## src/rtl/pll_divider_solver_macros.svh

```systemverilog
// -----------------------------------------------------------------------------
// pll_divider_solver_macros.svh
// Assertion helpers shared by the solver modules.
// -----------------------------------------------------------------------------
`ifndef PLL_DIVIDER_SOLVER_MACROS_SVH
`define PLL_DIVIDER_SOLVER_MACROS_SVH

// Same-cycle implication, disabled while reset is asserted
`define PDS_ASSERT_IMPL(lbl, clk, rstn, ante, cons) \
  lbl: assert property (@(posedge clk) disable iff (!rstn) (ante) |-> (cons)) \
    else $error("pll_divider_solver: assertion failed");

// Next-cycle implication, disabled while reset is asserted
`define PDS_ASSERT_NEXT(lbl, clk, rstn, ante, cons) \
  lbl: assert property (@(posedge clk) disable iff (!rstn) (ante) |=> (cons)) \
    else $error("pll_divider_solver: assertion failed");

`endif

```

## src/rtl/pds_pkg.sv

```systemverilog
// -----------------------------------------------------------------------------
// pds_pkg
// Shared types and constants of the PLL divider solver.
// -----------------------------------------------------------------------------
`timescale 1ns / 1ps
package pds_pkg;

  // Field widths
  localparam int FreqW  = 28;
  localparam int RefDivW = 14;
  localparam int CbW    = 13;
  localparam int CaW    = 5;
  localparam int PcbW   = 19;
  localparam int CfgW   = 32;
  localparam int CfgIdxW = 3;

  // Band limits in Hz
  localparam logic [31:0] BAND_LOW_HZ  = 32'd2550000000;
  localparam logic [31:0] BAND_HIGH_HZ = 32'd2950000000;
  localparam logic [CbW-1:0] B_MAX     = 13'd8191;

  // Register indexes
  typedef enum logic [CfgIdxW-1:0] {
    REG_VCO_TARGET  = 3'd0,
    REG_REF_FREQ    = 3'd1,
    REG_MAX_DIFF    = 3'd2,
    REG_REF_DIVIDER = 3'd3,
    REG_PRESCALER   = 3'd4,
    REG_DEFAULT_B   = 3'd5
  } reg_idx_e;

  typedef struct packed {
    logic [31:0]        vco_target;
    logic [31:0]        ref_freq;
    logic [26:0]        max_diff;
    logic [RefDivW-1:0] ref_divider;
    logic [5:0]         prescaler;
    logic [CbW-1:0]     default_b;
  } cfg_t;

  // Datapath operations issued by the controller
  typedef enum logic [3:0] {
    OP_NOP,
    OP_LOAD,
    OP_MUL,
    OP_ERR,
    OP_XMUL,
    OP_UPD,
    OP_MATCH,
    OP_NPROD,
    OP_NMUL,
    OP_DIVN,
    OP_TAKEN,
    OP_DIVP,
    OP_TAKEQ,
    OP_FB1,
    OP_FB2,
    OP_FB3
  } op_e;

  typedef struct packed {
    op_e op;
  } cmd_t;

  typedef struct packed {
    logic match;
    logic last;
    logic div_done;
  } status_t;

endpackage

```

## src/rtl/pds_ctrl.sv

```systemverilog
// -----------------------------------------------------------------------------
// pds_ctrl
// Sequencer of the divider search and the counter computation.
// -----------------------------------------------------------------------------
`timescale 1ns / 1ps
`include "pll_divider_solver_macros.svh"
module pds_ctrl (
  input  logic             clk_i,
  input  logic             rst_ni,
  input  logic             start,
  output logic             busy,
  input  pds_pkg::status_t status_i,
  output pds_pkg::cmd_t    cmd_o
);
  import pds_pkg::*;

  typedef enum logic [3:0] {
    S_IDLE, S_MUL, S_ERR, S_XMUL, S_CMP, S_NPROD, S_NMUL, S_DIVN,
    S_WAITN, S_DIVP, S_WAITP, S_FB1, S_FB2, S_FB3
  } state_e;

  state_e state_q, state_d;
  logic   busy_q;
  op_e    op;

  // Pick next state and datapath operation
  always_comb begin
    state_d = state_q;
    op      = OP_NOP;
    unique case (state_q)
      S_IDLE: begin
        if (start) begin
          op      = OP_LOAD;
          state_d = S_MUL;
        end
      end
      S_MUL:  begin op = OP_MUL;  state_d = S_ERR;  end
      S_ERR:  begin op = OP_ERR;  state_d = S_XMUL; end
      S_XMUL: begin op = OP_XMUL; state_d = S_CMP;  end
      S_CMP: begin
        if (status_i.match) begin
          op      = OP_MATCH;
          state_d = S_FB1;
        end else begin
          op      = OP_UPD;
          state_d = status_i.last ? S_NPROD : S_MUL;
        end
      end
      S_NPROD: begin op = OP_NPROD; state_d = S_NMUL; end
      S_NMUL:  begin op = OP_NMUL;  state_d = S_DIVN; end
      S_DIVN:  begin op = OP_DIVN;  state_d = S_WAITN; end
      S_WAITN: begin
        if (status_i.div_done) begin
          op      = OP_TAKEN;
          state_d = S_DIVP;
        end
      end
      S_DIVP:  begin op = OP_DIVP;  state_d = S_WAITP; end
      S_WAITP: begin
        if (status_i.div_done) begin
          op      = OP_TAKEQ;
          state_d = S_FB1;
        end
      end
      S_FB1: begin op = OP_FB1; state_d = S_FB2; end
      S_FB2: begin op = OP_FB2; state_d = S_FB3; end
      S_FB3: begin op = OP_FB3; state_d = S_IDLE; end
      default: state_d = S_IDLE;
    endcase
  end

  // Hold state and the busy flag
  always_ff @(posedge clk_i or negedge rst_ni) begin
    if (!rst_ni) begin
      state_q <= S_IDLE;
      busy_q  <= 1'b0;
    end else begin
      state_q <= state_d;
      busy_q  <= (state_d != S_IDLE);
    end
  end

  assign busy      = busy_q;
  assign cmd_o.op  = op;

  `PDS_ASSERT_IMPL(a_busy_tracks_state, clk_i, rst_ni, 1'b1, busy_q == (state_q != S_IDLE))
  `PDS_ASSERT_NEXT(a_start_goes_busy, clk_i, rst_ni, start && !busy_q, busy_q)
  `PDS_ASSERT_NEXT(a_match_ends_search, clk_i, rst_ni, state_q == S_CMP && status_i.match,
                   state_q == S_FB1)
endmodule

```

## config.mk

```make
export PLATFORM = sky130hd
export DESIGN_NAME = pds_ctrl
export DESIGN_NICKNAME = d
export VERILOG_FILES = /design/src/rtl/pds_pkg.sv /design/src/rtl/pds_ctrl.sv
export VERILOG_INCLUDE_DIRS = /design/src /design/src/rtl
export SDC_FILE = /design/constraint.sdc
export NUM_CORES = 1
export LEC_CHECK = 0
export BUFFER_PORTS_ARGS = -buffer_cell sky130_fd_sc_hd__buf_4
export CORE_AREA = 2 2 39 41
export CTS_CLUSTER_DIAMETER = 120
export DETAILED_ROUTE_END_ITERATION = 10
export DIE_AREA = 0 0 41 43
export GPL_ROUTABILITY_DRIVEN = 0
export GPL_TIMING_DRIVEN = 0
export HOLD_SLACK_MARGIN = 0.03
export MAX_ROUTING_LAYER = met4
export PLACE_DENSITY_LB_ADDON = 0.05
export SYNTH_ARGS = -nofsm -noshare
export SYNTH_HDL_FRONTEND = slang
export SYNTH_SLANG_ARGS = --single-unit
```

## constraint.sdc

```tcl
create_clock -name clk_i -period 2.1 [get_ports clk_i]
set_input_delay 0.42 -clock clk_i [delete_from_list [all_inputs] [get_ports clk_i]]
set_output_delay 0.42 -clock clk_i [all_outputs]
set_load 0.01 [all_outputs]
```

Yosys cells after proc, flatten, opt, wreduce, memory -nomap -nowiden
Cells that the tools add are included.

Mux-type cells: 11. Eq/ne operators: 13. Reductions and logical operators: 2.

Operator list (count): 4-bit one-hot mux with 14 select lines (1); 4-bit one-hot mux with 13 select lines (1); 4-bit equality test (second input constant) (6); 4-bit two-way mux (6); 4-bit by 3-bit equality test with 1-bit output (second input constant) (4); 4-bit by 2-bit equality test with 1-bit output (second input constant) (2); 4-bit by 1-bit equality test with 1-bit output (second input constant) (1); 4-bit logical NOT (1); 4-bit nonzero test (1); 3-bit two-way mux (1); 2-bit two-way mux (1); 1-bit two-way mux (1).

Word-level logic and storage cells: 28. Register bits: 5. Input port bits: 6. Output and inout bits: 5.

Logic depth before layout (Yosys ltp)
Gate-level depths: netlist of run 1.

Word-level depth: 4. Mapped depth: 5. Gate-level depth less buffers: 4.

Least setup slack after synthesis of run 1
No wires, ideal clock.

Path kind: reg-to-reg. Start point: register state_q[2]. End point: register busy_q, in the netlist busy. Path buffers: 1. Clock period less this slack: 1.515 ns. Stages on the path, launching flop included: 5. Library setup time: 0.139 ns. Data required time: 1.961 ns. Path slack: 0.585 ns. Data arrival time: 1.376 ns. Cell sequence: dfrtp_1 -> buf_6 -> and2_4 -> a221o_1 -> or4b_1.

Cells in the longest elaborated chain, start to end: 3. Elaborated cells on any way between the ends: 18. Those cells by class: eq/ne (12); mux (4); reduce/logical (2).

RTL lines: start, declared (line pds_ctrl.sv:22) `state_e state_q, state_d;`; start signal, assigned (line pds_ctrl.sv:78) `state_q <= state_d;`; 4-bit equality test (tied with other cells) (line pds_ctrl.sv:30) `unique case (state_q)`; 4-bit one-hot mux with 13 select lines * (line pds_ctrl.sv:30); net state_d[3] (line pds_ctrl.sv:22); 4-bit nonzero test * (line pds_ctrl.sv:79) `busy_q <= (state_d != S_IDLE);`; end signal, assigned (line pds_ctrl.sv:79); end, declared (line pds_ctrl.sv:23) `logic busy_q;`.

Mark *: on every way through the listed nets, which the timed path passes. The rest lies on a longest branch.

==> results of run 1 <==
power by group through the flow:
| stage | clock, W | sequential, W | combinational, W |
|---|---|---|---|
| final | 0.000111 | 0.000167 | 0.000523 |
| after CTS | 0.000116 | 0.000168 | 0.000534 |
| after global placement | 0 | 0.000171 | 0.000541 |
| after detailed placement | 0 | 0.000170 | 0.000531 |
| after global routing | 0.000126 | 0.000175 | 0.000584 |
| after floorplan | 0 | 0.000166 | 0.000355 |
state kept, by name, summed over array words and instances, names as in the netlist:
signal   flops
state_q      4
busy         1
critical path, stage by stage, from the launching register on:
cell and delay [ps]:
dfrtp_1 360, buf_4 170, or2b_1 250, o21ai_0 90
nand2_1 70, o21ai_0 70, buf_4 140
final cells by class:
| type | instances | area, µm² | share of cell area (%) |
|---|---|---|---|
| Timing Repair Buffer | 11 | 85.1 | 17.0 |
| Sequential cell | 5 | 125 | 24.9 |
| Buffer | 4 | 31.3 | 6.23 |
| Multi-Input combinational cell | 38 | 214 | 42.6 |
| Clock buffer | 4 | 26.3 | 5.24 |
| Tap cell | 16 | 20.0 | 3.99 |
logic make-up after synthesis:
kind of cell | after synthesis | synth area share (%)
compound gates | 15 | 25.3
flops | 5 | 33.8
buf+inv | 4 | 8.44
simple gates | 23 | 32.4
repair_timing:
item | CTS | global route
hold buffers | 1 | 0
resized for setup | 0 | 0
setup endpoints to repair | 0 | 0
endpoints found under the hold margin | 5 | 0
placed cells by master, fill, tap and decap left out, drive strengths merged:
master and instances:
a211oi 1, a21oi 2, a221o 1, a221oi 2
and2 2, and3b 1, buf 14, clkbuf 4
dfrtp 5, dlygate4sd3 1, nand2 9, nand2b 1
nor2 4, nor2b 2, nor3 1, o21ai 8
o32ai 1, or2 1, or2b 1, or4b 1
per-layer routing:
metal	vias up	track usage, %	routed length, µm
met5	-	-	0
met4	0	4.00	0
met3	0	6.28	18
met2	4	14.1	388
met1	174	17.9	408
li1	197	-	-
path summary, 6_finish.rpt:
| path | startpoint | endpoint | slack, ps | cells past startpoint |
|---|---|---|---|---|
| hold reg to reg | state_q[3] | state_q[1] | 550 | 1 |
| setup / recovery | state_q[1] | cmd_o[3] | 290 | 6 |
| min in group asynchronous | rst_ni | state_q[3] | 520 | 2 |
| hold / removal | status_i[2] | state_q[1] | 490 | 3 |
| setup reg to reg | state_q[2] | busy | 500 | 4 |
| max in group asynchronous | rst_ni | state_q[2] | 1480 | 2 |
stage by stage:
stage / cell area (µm²) / std cells / utilization, %
2_1_floorplan: 370 / 47 / -
3_3_place_gp: 465 / 73 / 33.6
3_5_place_dp: 465 / 73 / 33.6
4_1_cts: 502 / 78 / 36.3
5_1_grt: 502 / 78 / 36.3
6_report: 502 / 78 / 36.3
==> summary.md, run 1 <==
| Metric | Value |
|---|---|
| Async SR Flop Fraction | between 90% and 100% |
| DIE HEIGHT | 43 µm |
| PwrDens | between 1500 and 2000 nW/µm² |
| Yosys warning total | 0 |
| Buffer count from post-CTS setup fixing | 0 |
| Avg Cell Area, Syn | about 7.9 µm² |
| First-pass GRT wire length | 1410 µm |
| Num ports | 11 |
| Power Total | 0.000801 W |
| Layout area overhead | 35.5% |
| VDD IR max | 0.000825 V |
| Antenna fix cells | 0 |
| Cell leakage power | approximately 0.23 nW |
| CTS tree | built |
| Setup TNS | 0 ps |
| Vias | 375 |
| Hold_ws | between 400 and 500 ps |
| Port Buffer Count | 10 |
| Worst min-delay path class | primary input to register |
| Worst rel slew slack | between 70% and 80% |
| Crit Path Max Fanout | 10 |
| Endpoint class of the critical path | output pin |
| Comb power frac | about two thirds |
| WL per Instance | between 10 and 15 µm |
| CTS sink cnt | 5 |
| Final wirelength | about 800 µm |
| Die Area | about 1800 µm² |
| Die Span X | about 41 µm |
| # DRC | 0 |
| Total GRT Usage | about an eighth |
| Largest area contributor in the netlist | dfrtp_1 |
| CP required | ~1700 ps |
| Clk slew on worst S/H paths | about 40 ps |
| Netlist Area Pre-Place | around 370 µm² |
| Detailed Place HPWL | ~640 µm |
| Clk_lat worst skew | about 240 ps |
| Setup CP Type | register to output pin |
| Cell Int Power | between 0.0004 and 0.0005 W |
| Sw frac | between 40% and 50% |
| Htree depth | 1 |
| Sequential area share after synthesis | between 30% and 40% |
| Final worst path period share | between 80% and 90% |
| Final Hold Viols | 0 |
| Top-count cell post-synth | nand2_1 |
| FMAX | 552 MHz |
| Startpoint types | register |
| Clk network pwr share | between 10% and 20% |
| Worst-Margin Slew | approximately 310 ps |
| Initial core utilization | roughly 27% |
| Clock skew | roughly 1.9 ps |
| Setup Viol. Count Final | 0 |
| Arrival time worst endpoint | between 1000 and 1500 ps |
| Congestion Overflow GR | 0 |
| TritonCTS Buffers | 3 |
| CTS root buf | clkbuf_4 |
| Post-route ant nets | 0 |
| Num rows | 14 |
| # fillers | 160 |
| RSZ-0062 raised after global routing | no |
| Distinct cells, synth | 22 |
| Share of layout cells above drive strength 1 | between 20% and 30% |
| Largest net degree at the start of global routing | 11 |
| NetSw | roughly 0.00034 W |
| Max clock buf depth | 2 |
| Drt first pass iters | 4 |
| 1st-iter DRT viols | 9 |
| Synth area leaders | dfrtp_1 34%, nand2_1 9.1%, o21ai_0 8.1% |
| Vias in the first global route | 336 |
| Total Nets Final | just under 70 |
| Status | finished, final reports clean |
| Number of flops mapped to enable cells by yosys | 0 |
| Max-slew violation count | 0 |
| Max-cap check violation count | 0 |
| Synth Net Count | 53 |
| Yosys reg bits | 5 |
| Main synth FF type | dfrtp_1 |
| Min cycle time layout | around 1800 ps |
| Seq pwr share | 20.9% |
| Vias per cell | a little under 5 |
| Core area | around 1400 µm² |
| Share of the synthesized area in the top cell type | ~34% |
| Slack of the critical path | about 290 ps |
| Initial antenna violation count | 0 |
| Post-Synthesis Cells | 47 |
| Pre-CTS setup slack | about 410 ps |
| Post-synth top cells | 9 x nand2_1, 6 x o21ai_0, 5 x dfrtp_1 |
No activity file was read; power rests on OpenSTA's default activity.
==> inputs of run 2 (changes only) <==
RECOVER_POWER = 100   (was default)
==> run 2 against run 1 <==
Net effect:
- routed wire length grew 0.25%
- design area decreased by 4.0%
- clock power barely moved
- critical endpoint is now cmd_o[1]
==> summary.md, run 2 (synthesis results as in run 1) <==
| Metric | Value |
|---|---|
| CTS root buf | clkbuf_4 |
| PwrDens | ~1600 nW/µm² |
| Buffer count from post-CTS setup fixing | 0 |
| # fillers | ~160 |
| Clk network pwr share | between 10% and 20% |
| Startpoint types | register |
| Final Hold Viols | 0 |
| Area of the multi-input gates | 214 µm² |
| Max-cap check violation count | 0 |
| Vias per cell | slightly below 5 |
| Antenna fix cells | 0 |
| Die Span X | just over 40 µm |
| Detailed Place HPWL | about 640 µm |
| # DRC | 0 |
| Worst-Margin Slew | 387 ps |
| Final worst path period share | ~88% |
| Util after Layout | a little over a third |
| Commonest non-fill, non-tap cells in the layout | 9 x nand2_1, 7 x buf_4, 7 x clkbuf_1, 7 x o21ai_0, 5 x dfrtp_1 |
| Layout area overhead | 30.1% |
| Port Buffer Count | 10 |
| Total GRT Usage | about an eighth |
| TritonCTS Buffers | 3 |
| Vias | roughly 380 |
| Drt first pass iters | 3 |
| Non-Filler Instances | 78 |
| CP dominant cell by count | clkbuf_1 |
| Status | finished, final reports clean |
| Initial antenna violation count | 0 |
| Placed inst area | roughly 470 µm² |
| Setup TNS | 0 ps |
| Cell Int Power | ~0.00042 W |
| Hold_ws | approximately 490 ps |
| Worst rel slew slack | roughly 74% |
| Share of layout cells above drive strength 1 | between 15 and 20% |
| Largest net degree at the start of global routing | 11 |
| Seq. cell area | between 100 and 150 µm² |
| Worst min-delay path class | primary input to register |
| Cell leakage power | ~0.21 nW |
| Placed cells | 73 |
| Setup Viol. Count Final | 0 |
| FMAX | 541 MHz |
| DIE HEIGHT | 43 µm |
| Seq pwr share | about 22% |
| Largest Register | state_q |
| VDD IR max | 0.000822 V |
| Cells along the critical path | clkbuf_1 > a211oi_1 > o32ai_1 > clkbuf_1 |
| Num rows | 14 |
| Max clock buf depth | 2 |
| Arrival time worst endpoint | ~1400 ps |
| Initial core utilization | roughly 27% |
| Post-route ant nets | 0 |
| Clock skew | slightly below 2 ps |
| Vias in the first global route | 336 |
| Largest register FFs | 4 |
| Sw frac | between 40% and 50% |
| 1st-iter DRT viols | 4 |
| Max-slew violation count | 0 |
| CTS sink cnt | 5 |
| Num ports | 11 |
| CTS tree | built |
| Final instance area | slightly below 500 µm² |
| Htree depth | 1 |
| Total Nets Final | 69 |
| Min cycle time layout | approximately 1800 ps |
| CP max stage cell | dfrtp_1 |
| Final wirelength | roughly 820 µm |
| NetSw | between 0.0003 and 0.0004 W |
| Clk slew on worst S/H paths | about 40 ps |
| RSZ-0062 raised after global routing | no |
| Most common cell after layout, fill and taps aside | nand2_1 |
| CP required | 1680 ps |
| Die Area | between 1500 and 2000 µm² |
| Congestion Overflow GR | 0 |
| Slowest stage delay, CP | between 300 and 400 ps |
| WL per Instance | about 10 µm |
| Setup CP Type | register to output pin |
| Endpoint class of the critical path | output pin |
| Core area | 1380 µm² |
| First-pass GRT wire length | approximately 1400 µm |
| Crit Path Max Fanout | 10 |
| Comb power frac | between 60% and 70% |
| Clk_lat worst skew | between 200 and 250 ps |
run 2: cell types whose count changed in the layout (fill, tap and decap cells not counted), sizes merged:
cell / before / now
buf: 14 / 8
clkbuf: 4 / 10
run 2: area by class of cell:
class | count | share of cell area [%]
plain buffers | 4 | 6.23
clock buffers | 4 | 5.45
multi-input cells | 38 | 44.4
flip-flops and latches | 5 | 26.0
well taps | 16 | 4.16
repair buffers | 11 | 13.8
run 2: layer usage:
metal | vias to the layer above | routed length (µm) | global-route usage [%]
met3 | 0 | 18 | 6.28
li1 | 197 | - | -
met5 | - | 0 | -
met2 | 4 | 390 | 14.1
met4 | 0 | 0 | 4.00
met1 | 175 | 407 | 17.9
run 2: critical path: cells and delay by family, from the launching register on:
family | cells | cell delay, ps
flops | 1 | 390
buf+inv | 2 | 520
compound gates | 2 | 270
run 2: final timing paths:
path / startpoint / end / slack, ps / cells after the start
worst min register to register: state_q[3] / state_q[1] / 560 / 1
worst max-delay path: state_q[3] / cmd_o[1] / 250 / 4
worst min-delay path: status_i[2] / state_q[1] / 490 / 3
worst max register to register: state_q[2] / busy / 500 / 4
max in group asynchronous: rst_ni / state_q[2] / 1340 / 2
min in group asynchronous: rst_ni / state_q[3] / 560 / 2
run 2: stage by stage:
stage,total power [W],setup slack (ps)
3_5_place_dp,0.000701,410
5_1_grt,0.000841,78.1
4_1_cts,0.000817,273
6_report,0.000754,252
2_1_floorplan,0.000521,585
3_3_place_gp,0.000712,386
run 2: power groups by stage:
stage          clock (W)  sequential (W)  combinational [W]
6_report        0.000111        0.000167           0.000476
5_1_grt         0.000126        0.000175           0.000540
4_1_cts         0.000116        0.000168           0.000534
3_5_place_dp           0        0.000170           0.000531
2_1_floorplan          0        0.000166           0.000355
3_3_place_gp           0        0.000171           0.000541
run 2: repair_timing:
item | 4_1_cts | 5_1_grt
resized for setup | 0 | 0
hold buffers | 1 | 0
hold endpoints to repair | 5 | 0
